--- src/rtl/pcg32_pkg.sv ---
// ----------------------------------------------------------------------------
// pcg32_pkg: shared types, constants and helpers
// Holds the LCG constants, the XSH-RR output permutation and the sequencer
// state type for the PCG32 byte generator.
// ----------------------------------------------------------------------------
package pcg32_pkg;

   // LCG multiplier and output permutation constants
   localparam logic [63:0] LCG_MULT  = 64'd6364136223846793005;
   localparam int          XS_FIRST  = 18;
   localparam int          XS_SECOND = 27;
   localparam int          ROT_POS   = 59;

   // Field widths
   localparam int STATE_W     = 64;
   localparam int HALF_W      = 32;
   localparam int COUNT_W     = 7;
   localparam int WORD_W      = 32;
   localparam int BYTE_W      = 8;

   // Stream payload widths
   localparam int REQ_TDATA_W = 136;
   localparam int REQ_TUSER_W = 1;
   localparam int RSP_TDATA_W = 40;

   // Request kinds carried in req_tuser
   localparam logic REQ_SEED = 1'b0;
   localparam logic REQ_GET  = 1'b1;

   // Sequencer states
   typedef enum logic [2:0] {
      ST_IDLE,
      ST_SEED_GO,
      ST_SEED_WAIT,
      ST_SEED2_GO,
      ST_SEED2_WAIT,
      ST_GEN_GO,
      ST_GEN_WAIT
   } seq_state_type;

   // XSH-RR: xorshift high, then rotate right by the top five state bits
   function automatic logic [WORD_W-1:0] permute(input logic [STATE_W-1:0] s);
      logic [STATE_W-1:0]  xs;
      logic [WORD_W-1:0]   x;
      logic [4:0]          r;
      logic [2*WORD_W-1:0] dbl;
      xs  = (s >> XS_FIRST) ^ s;
      x   = xs[XS_SECOND +: WORD_W];
      r   = s[ROT_POS +: 5];
      dbl = {x, x} >> r;
      return dbl[WORD_W-1:0];
   endfunction

endpackage

--- src/rtl/pcg32_step_unit.sv ---
// ----------------------------------------------------------------------------
// pcg32_step_unit: iterative LCG step
// Computes state * LCG_MULT + increment (mod 2^64) with one shared 32x32
// multiplier over three partial products. Result is valid on the done pulse.
// ----------------------------------------------------------------------------
module pcg32_step_unit (
   input  logic                          clock,
   input  logic                          reset,
   input  logic                          start,
   input  logic [pcg32_pkg::STATE_W-1:0] state_val,
   input  logic [pcg32_pkg::STATE_W-1:0] incr_val,
   output logic                          busy,
   output logic                          done,
   output logic [pcg32_pkg::STATE_W-1:0] result
);
   import pcg32_pkg::*;

   logic [1:0]         phase_ff, phase_in;
   logic               busy_ff, busy_in;
   logic               done_ff, done_in;
   logic [STATE_W-1:0] prod_ff, prod_in;
   logic [STATE_W-1:0] acc_ff, acc_in;
   logic [HALF_W-1:0]  op_a, op_b;

   // operand select: lo*lo, then lo*hi, then hi*lo
   always_comb begin
      op_a = (phase_ff == 2'd2) ? state_val[STATE_W-1:HALF_W] : state_val[HALF_W-1:0];
      op_b = (phase_ff == 2'd1) ? LCG_MULT[STATE_W-1:HALF_W] : LCG_MULT[HALF_W-1:0];
   end

   // shared multiplier, product registered
   assign prod_in = op_a * op_b;

   // sequencing and accumulate
   always_comb begin
      phase_in = phase_ff;
      busy_in  = busy_ff;
      done_in  = 1'b0;
      acc_in   = acc_ff;
      if (!busy_ff) begin
         if (start) begin
            busy_in  = 1'b1;
            phase_in = 2'd1;
         end
      end else begin
         case (phase_ff)
            2'd1: begin
               acc_in   = incr_val + prod_ff;
               phase_in = 2'd2;
            end
            2'd2: begin
               acc_in   = acc_ff + {prod_ff[HALF_W-1:0], {HALF_W{1'b0}}};
               phase_in = 2'd3;
            end
            default: begin
               acc_in   = acc_ff + {prod_ff[HALF_W-1:0], {HALF_W{1'b0}}};
               phase_in = 2'd0;
               busy_in  = 1'b0;
               done_in  = 1'b1;
            end
         endcase
      end
   end

   always_ff @(posedge clock) begin
      if (reset) begin
         phase_ff <= 2'd0;
         busy_ff  <= 1'b0;
         done_ff  <= 1'b0;
      end else begin
         phase_ff <= phase_in;
         busy_ff  <= busy_in;
         done_ff  <= done_in;
      end
      prod_ff <= prod_in;
      acc_ff  <= acc_in;
   end

   assign busy   = busy_ff;
   assign done   = done_ff;
   assign result = acc_ff;

`ifndef SYNTH
   // caller never starts a step while one is running
   assert property (@(posedge clock) disable iff (reset) start |-> !busy_ff)
      else $error("step started while busy");
   // done follows the last phase and the unit is free by then
   assert property (@(posedge clock) disable iff (reset) done_ff |-> !busy_ff && phase_ff == 2'd0)
      else $error("done while busy");
   // a started step always finishes with a done pulse
   assert property (@(posedge clock) disable iff (reset) (start && !busy_ff) |-> ##4 done_ff)
      else $error("step latency wrong");
`endif

endmodule

--- src/rtl/pcg32_byte_generator_unit.sv ---
// ----------------------------------------------------------------------------
// pcg32_byte_generator_unit: PCG32 (XSH-RR 64/32) random byte generator
// Usage:
//   req channel: tuser = request kind (seed or get). A seed item loads the
//   increment from init_seq, runs two LCG steps with init_state added in
//   between, and gives no result. A get item gives byte_count results
//   (saturated to MAX_BYTES, none for a count of zero).
//   rsp channel: one item per byte: the 32-bit output word of the state
//   before its step, its low byte, and tlast on the final byte of the run.
// Sequencing:
//   Each LCG step runs on one shared 32x32 multiplier over three partial
//   products; each byte takes a GEN_GO and a GEN_WAIT state, and GEN_GO
//   waits while the output register is full and stalled. A get item for N
//   bytes keeps req_tready low until its last step is done; rsp_tvalid
//   rises once GEN_GO has written the output register. A seed item keeps
//   req_tready low until both its steps are done; a get of count zero does not.
// Stalls: results sit in an output register; a stalled receiver holds the
//   next byte back, while the step for the current byte still proceeds.
// Reset: state clears to zero and the increment to one; no result pending.
// ----------------------------------------------------------------------------
module pcg32_byte_generator_unit #(
   parameter int MAX_BYTES = 64
) (
   input  logic                              clock,
   input  logic                              reset,
   // request stream
   input  logic                              req_tvalid,
   output logic                              req_tready,
   // [63:0] init_state, [127:64] init_seq, [134:128] byte_count, [135] zero
   input  logic [pcg32_pkg::REQ_TDATA_W-1:0] req_tdata,
   // [0] req_type
   input  logic [pcg32_pkg::REQ_TUSER_W-1:0] req_tuser,
   // result stream
   output logic                              rsp_tvalid,
   input  logic                              rsp_tready,
   // [7:0] rand_byte, [39:8] rand_word
   output logic [pcg32_pkg::RSP_TDATA_W-1:0] rsp_tdata,
   output logic                              rsp_tlast
);
   import pcg32_pkg::*;

   localparam int CapInt = (MAX_BYTES > 127) ? 127 : MAX_BYTES;
   localparam logic [COUNT_W-1:0] CountCap = COUNT_W'(CapInt);

   seq_state_type      state_ff, state_in;
   logic [STATE_W-1:0] lcg_state_ff, lcg_state_in;
   logic [STATE_W-1:0] lcg_incr_ff, lcg_incr_in;
   logic [STATE_W-1:0] seed_add_ff, seed_add_in;
   logic [COUNT_W-1:0] rem_ff, rem_in;
   logic               rsp_valid_ff, rsp_valid_in;
   logic [RSP_TDATA_W-1:0] rsp_data_ff, rsp_data_in;
   logic               rsp_last_ff, rsp_last_in;

   logic               req_fire;
   logic               out_free;
   logic               step_start;
   logic               step_busy;
   logic               step_done;
   logic [STATE_W-1:0] step_result;
   logic [COUNT_W-1:0] req_count;
   logic [COUNT_W-1:0] capped_count;
   logic [WORD_W-1:0]  cur_word;

   // request decode
   assign req_fire     = req_tvalid && req_tready;
   assign req_count    = req_tdata[2*STATE_W +: COUNT_W];
   assign capped_count = (req_count > CountCap) ? CountCap : req_count;
   assign out_free     = !rsp_valid_ff || rsp_tready;
   assign cur_word     = permute(lcg_state_ff);

   // shared LCG step unit
   pcg32_step_unit u_step (
      .clock     (clock),
      .reset     (reset),
      .start     (step_start),
      .state_val (lcg_state_ff),
      .incr_val  (lcg_incr_ff),
      .busy      (step_busy),
      .done      (step_done),
      .result    (step_result)
   );

   // next state
   always_comb begin
      state_in = state_ff;
      unique case (state_ff)
         ST_IDLE: begin
            if (req_fire) begin
               if (req_tuser[0] == REQ_SEED) begin
                  state_in = ST_SEED_GO;
               end else if (capped_count != '0) begin
                  state_in = ST_GEN_GO;
               end
            end
         end
         ST_SEED_GO:    state_in = ST_SEED_WAIT;
         ST_SEED_WAIT:  if (step_done) state_in = ST_SEED2_GO;
         ST_SEED2_GO:   state_in = ST_SEED2_WAIT;
         ST_SEED2_WAIT: if (step_done) state_in = ST_IDLE;
         ST_GEN_GO:     if (out_free) state_in = ST_GEN_WAIT;
         ST_GEN_WAIT: begin
            if (step_done) begin
               state_in = (rem_ff == COUNT_W'(1)) ? ST_IDLE : ST_GEN_GO;
            end
         end
         default:       state_in = ST_IDLE;
      endcase
   end

   // sequencer outputs
   always_comb begin
      req_tready = 1'b0;
      step_start = 1'b0;
      unique case (state_ff)
         ST_IDLE:     req_tready = 1'b1;
         ST_SEED_GO:  step_start = 1'b1;
         ST_SEED2_GO: step_start = 1'b1;
         ST_GEN_GO:   step_start = out_free;
         default: begin
            req_tready = 1'b0;
            step_start = 1'b0;
         end
      endcase
   end

   // generator state, counter and output register
   always_comb begin
      lcg_state_in = lcg_state_ff;
      lcg_incr_in  = lcg_incr_ff;
      seed_add_in  = seed_add_ff;
      rem_in       = rem_ff;
      rsp_valid_in = rsp_valid_ff;
      rsp_data_in  = rsp_data_ff;
      rsp_last_in  = rsp_last_ff;

      if (rsp_tready) rsp_valid_in = 1'b0;

      if (req_fire) begin
         if (req_tuser[0] == REQ_SEED) begin
            lcg_state_in = '0;
            lcg_incr_in  = {req_tdata[STATE_W +: STATE_W-1], 1'b1};
            seed_add_in  = req_tdata[STATE_W-1:0];
         end else begin
            rem_in = capped_count;
         end
      end

      if (state_ff == ST_GEN_GO && out_free) begin
         rsp_valid_in = 1'b1;
         rsp_data_in  = {cur_word, cur_word[BYTE_W-1:0]};
         rsp_last_in  = (rem_ff == COUNT_W'(1));
      end

      if (step_done) begin
         if (state_ff == ST_SEED_WAIT) begin
            lcg_state_in = step_result + seed_add_ff;
         end else begin
            lcg_state_in = step_result;
         end
         if (state_ff == ST_GEN_WAIT) rem_in = rem_ff - COUNT_W'(1);
      end
   end

   always_ff @(posedge clock) begin
      if (reset) begin
         state_ff     <= ST_IDLE;
         lcg_state_ff <= '0;
         lcg_incr_ff  <= STATE_W'(1);
         rem_ff       <= '0;
         rsp_valid_ff <= 1'b0;
      end else begin
         state_ff     <= state_in;
         lcg_state_ff <= lcg_state_in;
         lcg_incr_ff  <= lcg_incr_in;
         rem_ff       <= rem_in;
         rsp_valid_ff <= rsp_valid_in;
      end
      seed_add_ff <= seed_add_in;
      rsp_data_ff <= rsp_data_in;
      rsp_last_ff <= rsp_last_in;
   end

   assign rsp_tvalid = rsp_valid_ff;
   assign rsp_tdata  = rsp_data_ff;
   assign rsp_tlast  = rsp_last_ff;

`ifndef SYNTH
   // the increment stays odd
   assert property (@(posedge clock) disable iff (reset) lcg_incr_ff[0])
      else $error("even LCG increment");
   // a run in progress always has bytes left
   assert property (@(posedge clock) disable iff (reset)
      (state_ff == ST_GEN_GO || state_ff == ST_GEN_WAIT) |-> rem_ff != '0)
      else $error("byte run with zero count");
   // state only moves on a step result or a seed request
   assert property (@(posedge clock) disable iff (reset)
      (!step_done && !req_fire) |=> $stable(lcg_state_ff))
      else $error("LCG state changed without a step");
   // the step unit is idle whenever new requests are taken
   assert property (@(posedge clock) disable iff (reset) req_tready |-> !step_busy)
      else $error("request taken while stepping");
`endif

endmodule
--- config.mk ---
export PLATFORM = sky130hd
export DESIGN_NAME = pcg32_byte_generator_unit
export DESIGN_NICKNAME = d
export VERILOG_FILES = /design/src/rtl/pcg32_pkg.sv /design/src/rtl/pcg32_step_unit.sv /design/src/rtl/pcg32_byte_generator_unit.sv
export SDC_FILE = /design/constraint.sdc
export NUM_CORES = 2
export LEC_CHECK = 0
export CAP_MARGIN = 20
export CORE_MARGIN = 2
export CORE_UTILIZATION = 37
export DETAILED_ROUTE_END_ITERATION = 12
export DONT_BUFFER_PORTS = 1
export PLACE_DENSITY = 0.63
export SETUP_SLACK_MARGIN = 0.2
export SYNTH_ARGS = -nofsm -noshare
export SYNTH_HDL_FRONTEND = slang
export SYNTH_HIERARCHICAL = 1
export SYNTH_SLANG_ARGS = --single-unit
--- constraint.sdc ---
create_clock -name clock -period 14.8 [get_ports clock]
set_input_delay 4.44 -clock clock [delete_from_list [all_inputs] [get_ports clock]]
set_output_delay 4.44 -clock clock [all_outputs]
set_load 0.02 [all_outputs]
==> impl_metrics.env <==
export IMPL_synth_edf_count=161
export IMPL_ant_nets=0
export IMPL_worst_slew_pin_slew_ns=1.05
export IMPL_yosysTopAreaCellShare_pct=23.6
export IMPL_drv_slew=0
export IMPL_grt_max_degree=144
export IMPL_critPathTopFamily="adder cells"
export IMPL_finalHoldViolations=0
export IMPL_initial_core_util_pct=37.3
export IMPL_met1_usage_pct=30.6
export IMPL_clock_sinks=366
export IMPL_place_gp_congestion=0.959
export IMPL_whs_path_depth=2
export IMPL_synth_seq_area_share_pct=19.6
export IMPL_post_route_cell_area_um2=48800
export IMPL_cp_required_ns=15.26
export IMPL_chipWidth_um=355
export IMPL_grtUsageTotal_pct=22.7
export IMPL_rsz0062_at_grt="false"
export IMPL_grt_ovfl_total=0
export IMPL_place_area_um2=47200
export IMPL_drive_above_1_share_pct=4.25
export IMPL_clkTransAtPathRegs_ns=0.06
export IMPL_clock_skew_ns=0.0422
export IMPL_yosysTopAreaCell="fa_1"
export IMPL_syn_area_per_cell_um2=9.16
export IMPL_ir_drop_mv=0.191
export IMPL_total_power_uw=9460
export IMPL_area_growth_syn_to_layout_pct=7.12
export IMPL_rr_worst_depth=29
export IMPL_clk_path_buf_depth=3
export IMPL_busiest_layer="met2"
export IMPL_r2r_start="u_step/phase_ff[0]"
export IMPL_async_flop_share_pct=0
export IMPL_cts_hold_buf=0
export IMPL_clk_latency_ns=0.61
export IMPL_cts_resized=0
export IMPL_nets=6169
export IMPL_setup_tns_ns=0
export IMPL_dr_pass1_iters=7
export IMPL_worst_path_most_repeated_cell="fa_1"
export IMPL_route_detailed_drc=0
export IMPL_maxSlewHeadroom_pct=30.1
export IMPL_place_ws_ns=4.29
export IMPL_hpwl_um=120000
export IMPL_synth_ff_type="dfxtp_1"
export IMPL_synthCells=4976
export IMPL_power_leakage_uw=0.0239
export IMPL_startpoint_type="register"
export IMPL_cts_setup_buffers=0
export IMPL_wl_per_cell_um=22.1
export IMPL_wirelength_um=145000
export IMPL_yosys_top_cells_area="fa_1, ha_1, edfxtp_1"
export IMPL_grt_pass1_wl_um=218000
export IMPL_finalCriticalPeriod_ns=10.75
export IMPL_yosysMostFrequentCell="inv_1"
export IMPL_die_h_um=355
export IMPL_grt_pass1_vias=35817
export IMPL_core_um2=122000
export IMPL_num_rows=128
export IMPL_yosys_warnings=6
export IMPL_antenna_found_initial=4
export IMPL_vias=35797
export IMPL_slowest_delay_ns=0.86
export IMPL_cts_buffers=45
export IMPL_grt_util_met3_pct=2.79
export IMPL_timing_final_crit_share_pct=72.6
export IMPL_vias_per_cell=5.45
export IMPL_critPathCaptureType="register"
export IMPL_port_buffers=0
export IMPL_setup_violations=0
export IMPL_io_pins=184
export IMPL_rr_endpoint="u_step/prod_ff[62]"
export IMPL_synth_seq_cells=366
export IMPL_layout_setup_ws_ns=4.05
export IMPL_holdPathEnd="lcg_incr_ff[45]"
export IMPL_htree_levels=2
export IMPL_synth_cell_types=100
export IMPL_detail_route_iter0_violations=3375
export IMPL_fmax_ghz=0.0930
export IMPL_cp_buffers_inverters=5
export IMPL_syn_area_um2=45600
export IMPL_rrSetupSlack_ns=4.05
export IMPL_max_cap_viol_count=0
export IMPL_cts_tree="built"
export IMPL_synth_top_cells_by_count="inv_1, ha_1, fa_1"
export IMPL_root_buffer="clkbuf_16"
export IMPL_outcome="finished clean"
export IMPL_die_area_um2=126000
export IMPL_hold_class="reg2reg"
export IMPL_path_class="reg2reg"
export IMPL_worstPathMaxFanout=33
export IMPL_worstHoldStart="lcg_incr_ff[45]"
export IMPL_met2_usage_pct=37.3
export IMPL_critical_path_arrival_ns=11.21
export IMPL_power_density_nw_per_um2=194
export IMPL_critPathSlowestCell="ha_2"
## power breakdown
| part | internal (uW) | switching, uW |
|---|---|---|
| logic | 2540 | 4150 |
| registers | 1350 | 250 |
| clock network | 705 | 468 |
| total | 4600 | 4860 |
## tightest hold or removal path, stage by stage, from the launching register on
cell and delay, ns:
dfxtp_1 0.31, nand2_1 0.05, a21oi_1 0.05
## final cells by class
class / instances / area, um2
fill: 12164 / 73200
clock buffer: 60 / 1290
clock inverter: 22 / 280
timing repair buffer: 42 / 315
antenna: 1 / 2.50
tap: 1625 / 2030
multi-input combinational: 3664 / 33000
sequential: 366 / 8940
inverter: 792 / 2980
## stage by stage
step / instances / hold WS [ns] / util (%)
after detailed placement: 6489 / 0.451 / 38.7
after floorplan: 5005 / 0.441 / -
final: 6572 / 0.458 / 40.0
after global placement: 6489 / 0.451 / 38.7
after global routing: 6571 / 0.486 / 40.0
after CTS: 6571 / 0.460 / 40.0
## state kept, by name (all words and copies together), names as in the netlist, 2 cells and up
signal,cells
state_ff,3
u_step/result,64
lcg_incr_ff,63
rem_ff,7
lcg_state_ff,64
u_step/prod_ff,63
seed_add_ff,64
u_step/phase_ff,2
rsp_tdata,32
## per-layer routing
metal | vias up | wire, um | part of all wire, %
met4 | 4 | 6120 | 4.2
li1 | 16590 | - | -
met1 | 17773 | 62400 | 43
met2 | 1209 | 67200 | 46
met5 | - | 15 | 0.010
met3 | 221 | 9270 | 6.4
## how the worst max path moves through the flow
stage	end	from	cells past startpoint
2_1_floorplan	u_step/prod_ff[59]	u_step/phase_ff[0]	29
6_report	u_step/prod_ff[62]	u_step/phase_ff[0]	29
3_3_place_gp	u_step/prod_ff[62]	u_step/phase_ff[0]	29
5_1_grt	u_step/prod_ff[62]	u_step/phase_ff[0]	29
3_5_place_dp	u_step/prod_ff[62]	u_step/phase_ff[0]	29
4_1_cts	u_step/prod_ff[62]	u_step/phase_ff[0]	29
## cells by family after synthesis
kind of cell	share of synthesized area, %
xor+xnor	4.40
buf+inv	8.35
mux	2.79
flops	19.6
compound gates	14.5
simple gates	10.8
other cells	0.0247
fa+ha+maj	39.5
## cell usage in the layout, fill, tap and decap left out, types with 25 or more instances in the layout
| cell | n |
|---|---|
| conb_1 | 32 |
| nand3_1 | 52 |
| o21a_1 | 25 |
| nand2_1 | 451 |
| a211oi_1 | 26 |
| fa_1 | 537 |
| mux2i_1 | 72 |
| inv_1 | 781 |
| xnor2_1 | 150 |
| xor2_1 | 79 |
| o21ai_0 | 218 |
| clkbuf_16 | 47 |
| dfxtp_1 | 203 |
| nor3_1 | 48 |
| and3_1 | 26 |
| a21o_1 | 122 |
| ha_1 | 578 |
| nor2_1 | 378 |
| mux2_2 | 27 |
| o21bai_1 | 34 |
| a22oi_1 | 27 |
| nand4_1 | 54 |
| a21oi_1 | 377 |
| edfxtp_1 | 161 |
| a31oi_1 | 26 |
| buf_4 | 42 |
Note: power is estimated with default switching activity, not from simulation.
